===== src/sv/mpt_pkg.sv =====
// shared types, constants and codes of the multichannel pulse tachometer
// no dependencies
package mpt_pkg;
  localparam int CHANNELS   = 4;
  localparam int RING_DEPTH = 8;
  localparam int CH_W       = (CHANNELS > 1) ? $clog2(CHANNELS) : 1;
  localparam int RIDX_W     = (RING_DEPTH > 1) ? $clog2(RING_DEPTH) : 1;
  localparam int CNT_W      = $clog2(RING_DEPTH + 1);
  localparam int NUM_W      = 32;
  localparam int DEN_W      = 23;
  localparam int DIV_CNT_W  = $clog2(NUM_W);
  localparam int CFG_IDX_W  = 3;
  localparam int CFG_DATA_W = 16;

  localparam logic [NUM_W-1:0] US_PER_MINUTE = 32'd60000000;

  localparam logic [1:0] MODE_EDGE   = 2'd0;
  localparam logic [1:0] MODE_TICK   = 2'd1;
  localparam logic [1:0] MODE_REPORT = 2'd2;

  localparam logic [CFG_IDX_W-1:0] CFG_MIN_PERIOD = 3'd0;
  localparam logic [CFG_IDX_W-1:0] CFG_POLE_PAIRS = 3'd1;
  localparam logic [CFG_IDX_W-1:0] CFG_OUTLIER    = 3'd2;
  localparam logic [CFG_IDX_W-1:0] CFG_MIN_VALID  = 3'd3;
  localparam logic [CFG_IDX_W-1:0] CFG_WINDOWS    = 3'd4;
  localparam logic [CFG_IDX_W-1:0] CFG_RANK       = 3'd5;

  typedef struct packed {
    logic [1:0]  mode;
    logic [1:0]  channel;
    logic [31:0] timestamp_us;
  } in_item_t;

  typedef struct packed {
    logic [1:0]  report_channel;
    logic [15:0] speed_rpm;
    logic        last;
  } out_item_t;

  typedef enum logic [4:0] {
    S_IDLE, S_DECODE,
    S_EDGE_CHK, S_EDGE_MUL, S_EDGE_GO, S_EDGE_WAIT, S_EDGE_STORE,
    S_TICK_MUL1, S_TICK_MUL2, S_TICK_GO, S_TICK_WAIT, S_TICK_STORE,
    S_RPT_START, S_RANK_LOAD, S_RANK_CMP, S_RANK_PICK,
    S_RPT_MUL, S_RPT_GO, S_RPT_WAIT, S_EMIT
  } state_t;

  typedef enum logic [3:0] {
    DP_NOP, DP_LOAD, DP_EDGE_COMMIT, DP_EDGE_MUL, DP_DIV_START, DP_EDGE_STORE,
    DP_TICK_MUL1, DP_TICK_MUL2, DP_TICK_STORE, DP_RANK_LOAD, DP_RANK_CMP,
    DP_RANK_PICK, DP_RPT_MUL, DP_EMIT
  } dp_op_t;

  typedef struct packed {
    dp_op_t            op;
    logic [CH_W-1:0]   ch;
    logic [RIDX_W-1:0] idx;
    logic [RIDX_W-1:0] cand;
  } ctrl_cmd_t;

  typedef struct packed {
    logic [1:0]      mode;
    logic [CH_W-1:0] chan;
    logic            chan_ok;
    logic            edge_ok;
    logic            win_ok;
    logic            rank_hit;
    logic            div_done;
    logic            out_free;
  } dp_status_t;
endpackage


===== src/sv/mpt_div.sv =====
// iterative restoring divider, one quotient bit per cycle
// depends on mpt_pkg; a zero divisor gives an all-ones quotient
module mpt_div (
  input  logic                      clk,
  input  logic                      rst_n,
  input  logic                      start,
  input  logic [mpt_pkg::NUM_W-1:0] num,
  input  logic [mpt_pkg::DEN_W-1:0] den,
  output logic [mpt_pkg::NUM_W-1:0] quo,
  output logic                      done
);
  import mpt_pkg::*;

  logic                 busy_r;
  logic                 done_r;
  logic [DIV_CNT_W-1:0] cnt_r;
  logic [DEN_W-1:0]     rem_r;
  logic [DEN_W-1:0]     den_r;
  logic [NUM_W-1:0]     quo_r;
  logic [DEN_W:0]       sh;
  logic [DEN_W:0]       diff;
  logic                 ge;

  assign sh   = {rem_r, quo_r[NUM_W-1]};
  assign ge   = sh >= {1'b0, den_r};
  assign diff = sh - {1'b0, den_r};

  always_ff @(posedge clk) begin
    if (!rst_n) begin
      busy_r <= 1'b0;
      done_r <= 1'b0;
      cnt_r  <= '0;
    end else if (start) begin
      busy_r <= 1'b1;
      done_r <= 1'b0;
      cnt_r  <= '0;
    end else if (busy_r) begin
      cnt_r <= cnt_r + 1'b1;
      if (cnt_r == DIV_CNT_W'(NUM_W - 1)) begin
        busy_r <= 1'b0;
        done_r <= 1'b1;
      end
    end else begin
      done_r <= 1'b0;
    end
  end

  always_ff @(posedge clk) begin
    if (start) begin
      rem_r <= '0;
      den_r <= den;
      quo_r <= num;
    end else if (busy_r) begin
      rem_r <= ge ? diff[DEN_W-1:0] : sh[DEN_W-1:0];
      quo_r <= {quo_r[NUM_W-2:0], ge};
    end
  end

  assign quo  = quo_r;
  assign done = done_r;
endmodule


===== src/sv/mpt_dp.sv =====
// datapath: configuration, per-channel state, period rings, multiplies and output register
// depends on mpt_pkg and mpt_div
module mpt_dp (
  input  logic                          clk,
  input  logic                          rst_n,
  input  mpt_pkg::in_item_t             in_data,
  input  logic                          out_stall,
  output logic                          out_valid,
  output mpt_pkg::out_item_t            out_data,
  input  logic                          cfg_we,
  input  logic [mpt_pkg::CFG_IDX_W-1:0] cfg_index,
  input  logic [mpt_pkg::CFG_DATA_W-1:0] cfg_wdata,
  input  mpt_pkg::ctrl_cmd_t            cmd,
  output mpt_pkg::dp_status_t           status
);
  import mpt_pkg::*;

  logic [15:0] min_period_r;
  logic [6:0]  pole_r;
  logic [15:0] outlier_r;
  logic [15:0] min_valid_r;
  logic [9:0]  windows_r;
  logic [2:0]  rank_r;

  in_item_t          item_r;
  logic [31:0]       last_edge_r [CHANNELS];
  logic [RIDX_W-1:0] ring_r      [CHANNELS];
  logic [15:0]       count_r     [CHANNELS];
  logic [23:0]       win_r       [CHANNELS];
  logic [15:0]       store_r     [CHANNELS][RING_DEPTH];

  logic [15:0]      period_r;
  logic [25:0]      prod_r;
  logic [NUM_W-1:0] num_r;
  logic [DEN_W-1:0] den_r;
  logic [15:0]      cand_r;
  logic [CNT_W-1:0] less_r;
  logic [15:0]      sel_r;
  out_item_t        out_r;
  logic             out_valid_r;

  logic             div_start;
  logic [NUM_W-1:0] quo;
  logic             div_done;

  logic [31:0]      delta;
  logic [15:0]      period_c;
  logic [23:0]      rpm24;
  logic [15:0]      rpm16;
  logic [23:0]      diff;
  logic             store_ok;
  logic             win_ok;
  logic [15:0]      rd;
  logic [CNT_W-1:0] rank_eff;
  logic             out_free;

  assign delta    = item_r.timestamp_us - last_edge_r[cmd.ch];
  assign period_c = (|delta[31:16]) ? 16'hFFFF : delta[15:0];
  assign rpm24    = (|quo[31:24]) ? 24'hFFFFFF : quo[23:0];
  assign rpm16    = (|quo[31:16]) ? 16'hFFFF : quo[15:0];
  assign diff     = (rpm24 > win_r[cmd.ch]) ? rpm24 - win_r[cmd.ch] : win_r[cmd.ch] - rpm24;
  assign store_ok = diff < {8'd0, outlier_r};
  assign win_ok   = win_r[cmd.ch] >= {8'd0, min_valid_r};
  assign rd       = store_r[cmd.ch][cmd.idx];
  assign rank_eff = (int'(rank_r) > RING_DEPTH - 1) ? CNT_W'(RING_DEPTH - 1) : CNT_W'(rank_r);
  assign out_free = !out_valid_r || !out_stall;
  assign div_start = cmd.op == DP_DIV_START;

  mpt_div u_div (
    .clk   (clk),
    .rst_n (rst_n),
    .start (div_start),
    .num   (num_r),
    .den   (den_r),
    .quo   (quo),
    .done  (div_done)
  );

  always_ff @(posedge clk) begin
    if (!rst_n) begin
      min_period_r <= 16'd100;
      pole_r       <= 7'd7;
      outlier_r    <= 16'd10000;
      min_valid_r  <= 16'd1000;
      windows_r    <= 10'd10;
      rank_r       <= 3'd3;
    end else if (cfg_we) begin
      case (cfg_index)
        CFG_MIN_PERIOD: min_period_r <= cfg_wdata;
        CFG_POLE_PAIRS: pole_r       <= cfg_wdata[6:0];
        CFG_OUTLIER:    outlier_r    <= cfg_wdata;
        CFG_MIN_VALID:  min_valid_r  <= cfg_wdata;
        CFG_WINDOWS:    windows_r    <= cfg_wdata[9:0];
        CFG_RANK:       rank_r       <= cfg_wdata[2:0];
        default: ;
      endcase
    end
  end

  // channel state and period rings
  always_ff @(posedge clk) begin
    if (!rst_n) begin
      for (int c = 0; c < CHANNELS; c++) begin
        last_edge_r[c] <= '0;
        ring_r[c]      <= '0;
        count_r[c]     <= '0;
        win_r[c]       <= '0;
        for (int k = 0; k < RING_DEPTH; k++) begin
          store_r[c][k] <= '0;
        end
      end
    end else begin
      case (cmd.op)
        DP_EDGE_COMMIT: begin
          last_edge_r[cmd.ch] <= item_r.timestamp_us;
          if (count_r[cmd.ch] != 16'hFFFF) begin
            count_r[cmd.ch] <= count_r[cmd.ch] + 16'd1;
          end
        end
        DP_EDGE_STORE: begin
          if (store_ok) begin
            store_r[cmd.ch][ring_r[cmd.ch]] <= period_r;
            ring_r[cmd.ch] <= (int'(ring_r[cmd.ch]) == RING_DEPTH - 1) ? '0
                                                                         : ring_r[cmd.ch] + 1'b1;
          end
        end
        DP_TICK_STORE: begin
          win_r[cmd.ch]   <= rpm24;
          count_r[cmd.ch] <= '0;
        end
        default: ;
      endcase
    end
  end

  always_ff @(posedge clk) begin
    case (cmd.op)
      DP_LOAD:        item_r <= in_data;
      DP_EDGE_COMMIT: period_r <= period_c;
      DP_EDGE_MUL: begin
        den_r <= DEN_W'(pole_r * period_r);
        num_r <= US_PER_MINUTE;
      end
      DP_TICK_MUL1:   prod_r <= 26'(count_r[cmd.ch] * windows_r);
      DP_TICK_MUL2: begin
        num_r <= NUM_W'(prod_r * 6'd60);
        den_r <= DEN_W'(pole_r);
      end
      DP_RANK_LOAD: begin
        cand_r <= rd;
        less_r <= '0;
      end
      DP_RANK_CMP: begin
        if (rd < cand_r || (rd == cand_r && cmd.idx < cmd.cand)) begin
          less_r <= less_r + 1'b1;
        end
      end
      DP_RANK_PICK: begin
        if (less_r == rank_eff) begin
          sel_r <= cand_r;
        end
      end
      DP_RPT_MUL: begin
        den_r <= DEN_W'(pole_r * sel_r);
        num_r <= US_PER_MINUTE;
      end
      DP_EMIT: begin
        out_r.report_channel <= 2'(cmd.ch);
        out_r.speed_rpm      <= win_ok ? rpm16 : 16'd0;
        out_r.last           <= int'(cmd.ch) == CHANNELS - 1;
      end
      default: ;
    endcase
  end

  always_ff @(posedge clk) begin
    if (!rst_n) begin
      out_valid_r <= 1'b0;
    end else if (cmd.op == DP_EMIT) begin
      out_valid_r <= 1'b1;
    end else if (!out_stall) begin
      out_valid_r <= 1'b0;
    end
  end

  assign out_valid = out_valid_r;
  assign out_data  = out_r;

  always_comb begin
    status.mode     = item_r.mode;
    status.chan     = CH_W'(item_r.channel);
    status.chan_ok  = int'(item_r.channel) < CHANNELS;
    status.edge_ok  = period_c > min_period_r;
    status.win_ok   = win_ok;
    status.rank_hit = less_r == rank_eff;
    status.div_done = div_done;
    status.out_free = out_free;
  end
endmodule


===== src/sv/mpt_ctrl.sv =====
// controller state machine: sequences edge, tick and report transactions
// depends on mpt_pkg; drives the datapath through ctrl_cmd_t
module mpt_ctrl (
  input  logic                clk,
  input  logic                rst_n,
  input  logic                in_valid,
  output logic                in_stall,
  input  mpt_pkg::dp_status_t status,
  output mpt_pkg::ctrl_cmd_t  cmd
);
  import mpt_pkg::*;

  state_t            state_r, state_nxt;
  logic [CH_W-1:0]   ch_r, ch_nxt;
  logic [RIDX_W-1:0] i_r, i_nxt;
  logic [RIDX_W-1:0] j_r, j_nxt;
  logic              ch_last;
  logic              ring_last_i;
  logic              ring_last_j;

  assign ch_last     = int'(ch_r) == CHANNELS - 1;
  assign ring_last_i = int'(i_r) == RING_DEPTH - 1;
  assign ring_last_j = int'(j_r) == RING_DEPTH - 1;

  always_ff @(posedge clk) begin
    if (!rst_n) begin
      state_r <= S_IDLE;
      ch_r    <= '0;
      i_r     <= '0;
      j_r     <= '0;
    end else begin
      state_r <= state_nxt;
      ch_r    <= ch_nxt;
      i_r     <= i_nxt;
      j_r     <= j_nxt;
    end
  end

  always_comb begin
    state_nxt = state_r;
    ch_nxt    = ch_r;
    i_nxt     = i_r;
    j_nxt     = j_r;
    in_stall  = 1'b1;
    cmd.op    = DP_NOP;
    cmd.ch    = ch_r;
    cmd.idx   = j_r;
    cmd.cand  = i_r;
    case (state_r)
      S_IDLE: begin
        in_stall = 1'b0;
        if (in_valid) begin
          cmd.op    = DP_LOAD;
          state_nxt = S_DECODE;
        end
      end
      S_DECODE: begin
        ch_nxt = '0;
        case (status.mode)
          MODE_EDGE: begin
            ch_nxt    = status.chan;
            state_nxt = status.chan_ok ? S_EDGE_CHK : S_IDLE;
          end
          MODE_TICK:   state_nxt = S_TICK_MUL1;
          MODE_REPORT: state_nxt = S_RPT_START;
          default:     state_nxt = S_IDLE;
        endcase
      end
      S_EDGE_CHK: begin
        if (status.edge_ok) begin
          cmd.op    = DP_EDGE_COMMIT;
          state_nxt = S_EDGE_MUL;
        end else begin
          state_nxt = S_IDLE;
        end
      end
      S_EDGE_MUL: begin
        cmd.op    = DP_EDGE_MUL;
        state_nxt = S_EDGE_GO;
      end
      S_EDGE_GO: begin
        cmd.op    = DP_DIV_START;
        state_nxt = S_EDGE_WAIT;
      end
      S_EDGE_WAIT: begin
        if (status.div_done) begin
          state_nxt = S_EDGE_STORE;
        end
      end
      S_EDGE_STORE: begin
        cmd.op    = DP_EDGE_STORE;
        state_nxt = S_IDLE;
      end
      S_TICK_MUL1: begin
        cmd.op    = DP_TICK_MUL1;
        state_nxt = S_TICK_MUL2;
      end
      S_TICK_MUL2: begin
        cmd.op    = DP_TICK_MUL2;
        state_nxt = S_TICK_GO;
      end
      S_TICK_GO: begin
        cmd.op    = DP_DIV_START;
        state_nxt = S_TICK_WAIT;
      end
      S_TICK_WAIT: begin
        if (status.div_done) begin
          state_nxt = S_TICK_STORE;
        end
      end
      S_TICK_STORE: begin
        cmd.op = DP_TICK_STORE;
        if (ch_last) begin
          state_nxt = S_IDLE;
        end else begin
          ch_nxt    = ch_r + 1'b1;
          state_nxt = S_TICK_MUL1;
        end
      end
      S_RPT_START: begin
        i_nxt     = '0;
        state_nxt = status.win_ok ? S_RANK_LOAD : S_EMIT;
      end
      S_RANK_LOAD: begin
        cmd.op    = DP_RANK_LOAD;
        cmd.idx   = i_r;
        j_nxt     = '0;
        state_nxt = S_RANK_CMP;
      end
      S_RANK_CMP: begin
        cmd.op = DP_RANK_CMP;
        if (ring_last_j) begin
          state_nxt = S_RANK_PICK;
        end else begin
          j_nxt = j_r + 1'b1;
        end
      end
      S_RANK_PICK: begin
        cmd.op = DP_RANK_PICK;
        if (status.rank_hit || ring_last_i) begin
          state_nxt = S_RPT_MUL;
        end else begin
          i_nxt     = i_r + 1'b1;
          state_nxt = S_RANK_LOAD;
        end
      end
      S_RPT_MUL: begin
        cmd.op    = DP_RPT_MUL;
        state_nxt = S_RPT_GO;
      end
      S_RPT_GO: begin
        cmd.op    = DP_DIV_START;
        state_nxt = S_RPT_WAIT;
      end
      S_RPT_WAIT: begin
        if (status.div_done) begin
          state_nxt = S_EMIT;
        end
      end
      S_EMIT: begin
        if (status.out_free) begin
          cmd.op = DP_EMIT;
          if (ch_last) begin
            state_nxt = S_IDLE;
          end else begin
            ch_nxt    = ch_r + 1'b1;
            state_nxt = S_RPT_START;
          end
        end
      end
      default: state_nxt = S_IDLE;
    endcase
  end
endmodule


===== src/sv/multichannel_pulse_tachometer.sv =====
// multichannel pulse tachometer top level: controller plus datapath
// depends on mpt_pkg, mpt_ctrl, mpt_dp, mpt_div
//
// input channel in_valid/in_stall/in_data carries edge, tick and report transactions;
// a transaction is taken when in_valid is high and in_stall low, and in_stall stays
// high until its work is done. output channel out_valid/out_stall/out_data carries
// one result per channel for a report, last set on the highest channel.
// cfg_we/cfg_index/cfg_wdata writes a register; the user must write only while idle, as the block does not enforce it.
// each transaction is sequenced around the bit-serial divider:
//   edge: one divide, skipped when rejected as noise; tick: one divide per channel
//   report: per channel a rank search over the period ring plus one divide,
//   neither for a channel below the minimum window rpm, which reports zero
// one transaction at a time; the output register frees the input side as soon
// as the last result is loaded, so a new transaction may enter while it waits.
// a stalled result holds its data; the controller waits for the register to
// empty before loading the next result of a report.
// reset (synchronous, rst_n low) clears all channel state and period rings to
// zero and reloads register defaults; no clearing pass is needed.
module multichannel_pulse_tachometer (
  input  logic                           clk,
  input  logic                           rst_n,
  input  logic                           in_valid,
  output logic                           in_stall,
  input  mpt_pkg::in_item_t              in_data,
  output logic                           out_valid,
  input  logic                           out_stall,
  output mpt_pkg::out_item_t             out_data,
  input  logic                           cfg_we,
  input  logic [mpt_pkg::CFG_IDX_W-1:0]  cfg_index,
  input  logic [mpt_pkg::CFG_DATA_W-1:0] cfg_wdata
);
  import mpt_pkg::*;

  ctrl_cmd_t  cmd;
  dp_status_t status;

  mpt_ctrl u_ctrl (
    .clk      (clk),
    .rst_n    (rst_n),
    .in_valid (in_valid),
    .in_stall (in_stall),
    .status   (status),
    .cmd      (cmd)
  );

  mpt_dp u_dp (
    .clk       (clk),
    .rst_n     (rst_n),
    .in_data   (in_data),
    .out_stall (out_stall),
    .out_valid (out_valid),
    .out_data  (out_data),
    .cfg_we    (cfg_we),
    .cfg_index (cfg_index),
    .cfg_wdata (cfg_wdata),
    .cmd       (cmd),
    .status    (status)
  );
endmodule


===== config.mk =====
export PLATFORM = sky130hd
export DESIGN_NAME = multichannel_pulse_tachometer
export DESIGN_NICKNAME = d
export VERILOG_FILES = /design/src/sv/mpt_pkg.sv /design/src/sv/mpt_div.sv /design/src/sv/mpt_dp.sv /design/src/sv/mpt_ctrl.sv /design/src/sv/multichannel_pulse_tachometer.sv
export SDC_FILE = /design/constraint.sdc
export NUM_CORES = 2
export LEC_CHECK = 0
export BUFFER_PORTS_ARGS = -buffer_cell sky130_fd_sc_hd__buf_2
export CORE_AREA = 10 10 511 513
export DETAILED_ROUTE_END_ITERATION = 10
export DIE_AREA = 0 0 521 523
export PLACE_DENSITY = 0.4
export SETUP_SLACK_MARGIN = 0.1
export SLEW_MARGIN = 15
export SYNTH_ARGS = -nofsm -noshare
export SYNTH_HDL_FRONTEND = slang
export SYNTH_SLANG_ARGS = --single-unit

===== constraint.sdc =====
create_clock -name clk -period 14 [get_ports clk]
set_input_delay 2.8 -clock clk [delete_from_list [all_inputs] [get_ports clk]]
set_output_delay 2.8 -clock clk [all_outputs]
set_load 0.005 [all_outputs]

# Word-level counts from Yosys, hierarchy flattened
# Memories as Yosys holds them, arrays and structs flattened. A register that Yosys moved wholly into a read port is not among the register bits.
# Index checks and enable logic that the tools add are counted.
[word_totals] reg_bits=355 mem_bits_rw=812 inputBits=60 mem_count=5
[memory_table] memory="u_dp.store_r" depth=4 word_bits=128 read_ports=1 rd_ports_with_merged_regs=1 write_ports=4 line_no="mpt_dp.sv:30" rtl="logic [15:0] store_r [CHANNELS][RING_DEPTH];"
[memory_table] memory="u_dp.last_edge_r" depth=4 word_bits=32 read_ports=1 rd_ports_with_merged_regs=1 write_ports=4 line_no="mpt_dp.sv:26" rtl="logic [31:0] last_edge_r [CHANNELS];"
[memory_table] memory="u_dp.win_r" depth=4 word_bits=24 read_ports=1 rd_ports_with_merged_regs=1 write_ports=4 line_no="mpt_dp.sv:29" rtl="logic [23:0] win_r [CHANNELS];"
[memory_table] memory="u_dp.count_r" depth=4 word_bits=16 read_ports=1 rd_ports_with_merged_regs=1 write_ports=4 line_no="mpt_dp.sv:28" rtl="logic [15:0] count_r [CHANNELS];"
[memory_table] memory="u_dp.ring_r" depth=4 word_bits=3 read_ports=1 rd_ports_with_merged_regs=1 write_ports=4 line_no="mpt_dp.sv:27" rtl="logic [RIDX_W-1:0] ring_r [CHANNELS];"
[classes] addsub=11 n_mul=4 order_cmp=10 eq_ne=57 n_mux=91 n_bitwise=5 n_reduce_logical=41
[op_table] op="$mux W128" n=3
[op_table] op="$reduce_or A128 Y1" n=1
[op_table] op="$mux W16" n=7
[op_table] op="$mux W32" n=3
[op_table] op="$pmux W5 S19" n=1
[op_table] op="$mux W24" n=3
[op_table] op="$pmux W23 S3" n=1
[op_table] op="$pmux W32 S2" n=1
[op_table] op="$pmux W4 S13" n=1
[op_table] op="$bmux W16 S3" n=1
[op_table] op="$demux W16 S3" n=1
[op_table] op="$reduce_or A16 Y1" n=3
[op_table] op="$sub A24 B24 Y24" n=2
[op_table] op="$mul A7 B16 Y23" n=2
[op_table] op="$eq A5 B4 Y1 const B" n=8
[op_table] op="$mux W2" n=20
[op_table] op="$mux W5" n=8
[op_table] op="$reduce_or A32 Y1" n=1
[op_table] op="$sub A32 B32 Y32" n=1
[op_table] op="$mul A26 B4 Y30 const B" n=1
[op_table] op="$mul A16 B10 Y26" n=1
[op_table] op="$mux W1" n=26
[op_table] op="$eq A5 B5 Y1 const B" n=5
[op_table] op="$eq A4 B4 Y1 const B" n=6
[op_table] op="55 further kinds" n=112

# Logic depth before layout (Yosys ltp)
[depth] ltp_word=13 ltp_mapped=36 mapped_depth_nobuf=24

# Hierarchy
# From an unflattened synthesis, not the netlist that was laid out.
[unflattened] hier_cells=6067 hier_area_um2=70053.4
[by_module_without_submodules] mod="mpt_dp" n_inst=1 cells_each=5471 area_per_inst_um2=64289.2 seq_area_each_um2=31350.1
[by_module_without_submodules] mod="mpt_div" n_inst=1 cells_each=421 area_per_inst_um2=4525.6 seq_area_each_um2=2252.2
[by_module_without_submodules] mod="mpt_ctrl" n_inst=1 cells_each=175 area_per_inst_um2=1238.7 seq_area_each_um2=260.2

# Worst setup path after synthesis
# No wires, ideal clock.
[synth_path] path_kind="register -> register" from="reg with a tool-made name" to="mem u_dp.last_edge_r[0][0] (enable)" setup_time_ns=0.466 arrival_ns=10.086 required_time_ns=13.534 slack_ns=3.448 stages_incl_launch_ff=34 synth_period_minus_slack_ns=10.552 path_cell_list="dfxtp_1 > buf_2 > buf_2 > buf_2 > buf_2 > buf_2 > buf_2 > clkbuf_1 > buf_1 > mux4_2 > inv_1 > ha_1 > clkbuf_1 > a21oi_1 > o21ai_0 > a221o_1 > or4_1 > o2111ai_1 > a2bb2oi_1 > nand4_1 > nor4b_1 > nand4_1 > clkbuf_1 > or2_2 > ha_1 > nor2b_1 > o21a_1 > o21a_1 > o21ai_0 > a21oi_1 > o31ai_1 > a31o_2 > clkbuf_1 > o21ai_0"
[synth_rtl] item="to (decl)" line_no="mpt_dp.sv:26"

==> out/summary.log <==
[outcome] run status complete, no violations
[placement] total half-perimeter wirelength after legalization and detailed placement 150 mm
[setup_path] Slowest-stage cell, CP sky130_fd_sc_hd__a311oi_2
[setup_path] maximum fanout encountered on the critical timing path 34
[sta] worst-margin pin slew 1.25 ns
[sta] setup repair after global routing missed its margin false
[yosys] share of synthesized flip-flops with an asynchronous set or reset 0%
[sta] number of slew-limit violations in the final report 0
[clock_network] number of clock sinks 1167
[min_path] class of the tightest hold or removal check register to register
[drt] antenna-violating nets left 0
[die] width of the die 521 µm
[grt] aggregate global-route resource usage 15.7%
[sta] # setup viols final 0
[sta] Highest Clock Rate 0.104 GHz
[final_layout] Layout area overhead 13.6%
[sta] number of hold violations in the final report 0
[yosys] largest family of logic cells by synthesized area adder cells
[drt] total detailed-routing wirelength 217 mm
[yosys] post-synthesis share of cell area spent on xor and xnor gates 1.84%
[yosys] synthesized netlist net count 6827
[yosys] synthesized flop and latch total 1167
[drt] count of routing violations after the opening detailed-route iteration 3364
[die] core area 250000 µm²
[yosys] top cell types by occurrence after synthesis sky130_fd_sc_hd__edfxtp_1 (1053), sky130_fd_sc_hd__nor2_1 (855), sky130_fd_sc_hd__nand2_1 (698), sky130_fd_sc_hd__inv_1 (516), sky130_fd_sc_hd__ha_1 (358)
[grt] vias in the first global route 48000
[yosys] Avg Inst Size Synth 11.4 µm²
[final_layout] post-route insts no fill 9566
[sta] post-layout min period 9.64 ns
[clock_network] clock buffer depth 3
[die] Top Ports 81
[final_layout] Final Net Count 6814
[clock_network] CTS tree yes
[clock_network] Post-CTS Setup Repair Bufs 0
[sta] period utilisation layout 68.8%
[yosys] prevailing post-synth register cell sky130_fd_sc_hd__edfxtp_1
[yosys] post-synthesis instance area 69800 µm²
[flow_run] max-cap violation count 0
[die] Initial Utilization 27.9%
[yosys] synthesized netlist cell count 6108
[setup_path] type of element capturing the critical path register
[sta] Max transition margin 16.5%
[die] Std-Cell Rows 184
[drt] DRC viols 0
[yosys] compound-cell area share of the yosys netlist 7.39%
[clock_network] number of clock buffers inserted by TritonCTS 146
[die] Die Height 523 µm
[drt] average detailed-routed wire length per instance 22.7 µm
[clock_network] Skew-Pair Late Insertion Delay 0.82 ns
[yosys] Warnings, synthesis 0
[drt] vias per std cell 4.86
[yosys] most used standard cell by instance count after synthesis sky130_fd_sc_hd__edfxtp_1
[clock_network] Resized cells post-CTS 0
[setup_path] critical path startpoint category register
[grt] first-pass GRT wire length 324 mm
[sta] clock skew after layout 0.0398 ns
[drt] 1st-pass router iterations 7
[yosys] cell taking the most area after synthesis sky130_fd_sc_hd__edfxtp_1
[placement] count of buffers from port buffering 80
[power_and_ir_drop] Pwr per Cell Area 179 nW/µm²
[clock_network] number of hold buffers added after CTS 0
[grt] maximum number of pins on one net before global-route repair 122
[yosys] count of different cell masters after synthesis 77
[setup_path] kind of cell adding the most delay to the critical path compound AO/OA/AOI/OAI gates
[power_and_ir_drop] Leak Pwr 30.6 nW
[clock_network] CTS Root Cell sky130_fd_sc_hd__clkbuf_16
[sta] Post-Route Hold Slack 0.417 ns
[final_layout] fraction of final layout cells sized beyond drive strength 1 11.9%
[grt] GR Overflow Total 0
[setup_path] worst setup path class register to register
[power_and_ir_drop] maximum vdd drop 129 µV
[setup_path] Worst EP arrival 10.13 ns
[clock_network] Clk pin slew, worst setup/hold paths 0.05 ns
[setup_path] CP required 14.50 ns
[yosys] adder-cell area share of the yosys netlist 15.1%
[setup_path] most common cell type on the critical path sky130_fd_sc_hd__buf_4
[placement] Post-Place Cells 9295
[sta] Total Neg Setup Slack 0 ns
[setup_path] Worst path max stage delay 0.87 ns
[final_layout] fill cell instance count of the final layout 25500
[placement] global placer's final weighted congestion 0.843
[yosys] top area cells in the synthesized netlist sky130_fd_sc_hd__edfxtp_1 (45%), sky130_fd_sc_hd__fa_1 (8.6%), sky130_fd_sc_hd__mux4_2 (7.6%), sky130_fd_sc_hd__ha_1 (6.4%), sky130_fd_sc_hd__nor2_1 (4.6%)
[yosys] post-synthesis sequential area ratio 48.6%
[yosys] area share of the largest cell type after synthesis 45.3%
[drt] total via count after detailed routing 46500
[clock_network] # H-tree levels 4
[yosys] mux share of post-synthesis cell area 8.65%
[setup_path] total buffers and inverters traversed by the critical path 5
[grt] antenna violations before repair 16
[yosys] fraction of the mapped netlist area in simple logic gates 13.9%
[yosys] number of flops mapped to enable cells by yosys 1053
[die] Die ar. 272000 µm²
[final cells by class]
class | count | area (µm²) | area share [%]
diodes | 4 | 10.0 | 0.0126
inverters | 519 | 1950 | 2.46
multi-input cells | 4092 | 33300 | 42.1
well taps | 3348 | 4190 | 5.29
clock inverters | 94 | 1010 | 1.27
flip-flops and latches | 1167 | 33900 | 42.8
repair buffers | 169 | 1070 | 1.36
clock buffers | 173 | 3770 | 4.76
[metal layers]
metal  up-vias  global-route usage (%)  wire length (µm)
li1      21500                       -                 -
met1     23700                    22.6            104000
met2      1031                    24.5             97000
met3       239                    2.35              9980
met4         0                    4.21              5420
met5         -                       0                 0
[layout by cell type (no fill, tap or decap), types with 89 or more instances in the layout]
cell	count
sky130_fd_sc_hd__a21oi_1	222
sky130_fd_sc_hd__and2_1	175
sky130_fd_sc_hd__and3_1	116
sky130_fd_sc_hd__buf_4	89
sky130_fd_sc_hd__clkbuf_16	146
sky130_fd_sc_hd__dfxtp_1	112
sky130_fd_sc_hd__edfxtp_1	1053
sky130_fd_sc_hd__fa_1	301
sky130_fd_sc_hd__ha_1	358
sky130_fd_sc_hd__inv_1	515
sky130_fd_sc_hd__mux4_2	235
sky130_fd_sc_hd__nand2_1	697
sky130_fd_sc_hd__nor2_1	847
sky130_fd_sc_hd__o21ai_0	125
sky130_fd_sc_hd__xnor2_1	91
[cell families after synthesis]
group,count (synthesis)
multiplexers,305
adder cells (fa/ha/maj),659
AO/OA/AOI/OAI,789
buffers and inverters,849
XOR/XNOR,147
AND/OR/NAND/NOR,2192
flip-flops,1167
[worst reg2reg max path, delay by kind of cell (launching register included)]
family          cells  cell delay (ns)
compound gates     15             4.29
buf+inv             5             2.07
simple gates        5             1.16
flops               1             0.77
mux                 1             0.58
fa+ha+maj           2             0.48
[power breakdown]
group | total (mW) | switching, mW | internal [mW]
clock network | 3.77 | 1.60 | 2.18
logic | 5.77 | 3.67 | 2.11
registers | 4.67 | 0.340 | 4.33
[worst paths after layout]
| check | start | end | slack [ns] | cells past startpoint |
|---|---|---|---|---|
| max | register | u_dp.count_r[3][6] | 4.36 | 28 |
| min | u_dp.den_r[14] | u_dp.u_div.den_r[14] | 0.42 | 0 |
| min reg2reg | u_dp.den_r[14] | u_dp.u_div.den_r[14] | 0.42 | 0 |
| max reg2reg | register | u_dp.count_r[3][6] | 4.36 | 28 |
[state kept, by name, summed over array words and instances, names as in the netlist, 5 cells and up, named ones only]
register / count
u_dp.prod_r: 26
u_dp.store_r: 512
u_dp.u_div.den_r: 23
u_dp.count_r: 64
u_dp.min_period_r: 16
u_dp.min_valid_r: 16
u_dp.out_data: 19
u_dp.last_edge_r: 128
u_dp.den_r: 23
u_dp.win_r: 96
u_dp.ring_r: 12
u_dp.num_r: 30
u_dp.sel_r: 16
u_dp.period_r: 16
u_ctrl.state_r: 5
u_dp.pole_r: 7
u_dp.u_div.cnt_r: 5
u_dp.u_div.quo: 32
u_dp.outlier_r: 16
u_dp.u_div.rem_r: 23
u_dp.windows_r: 10
u_dp.cand_r: 16
u_dp.item_r: 32
[per-stage QoR]
step | cell area, µm² | worst slack, ns | total power [mW] | utilization, %
global route | 79300 | 3.46 | 15.2 | 31.6
CTS | 79200 | 4.10 | 14.4 | 31.6
detailed placement | 74500 | 4.11 | 10.5 | 29.7
global placement | 74500 | 4.16 | 10.6 | 29.7
finish | 79300 | 4.36 | 14.2 | 31.6
floorplan | 69800 | 3.45 | 8.54 | -
Power figures use the tool's default switching activity.
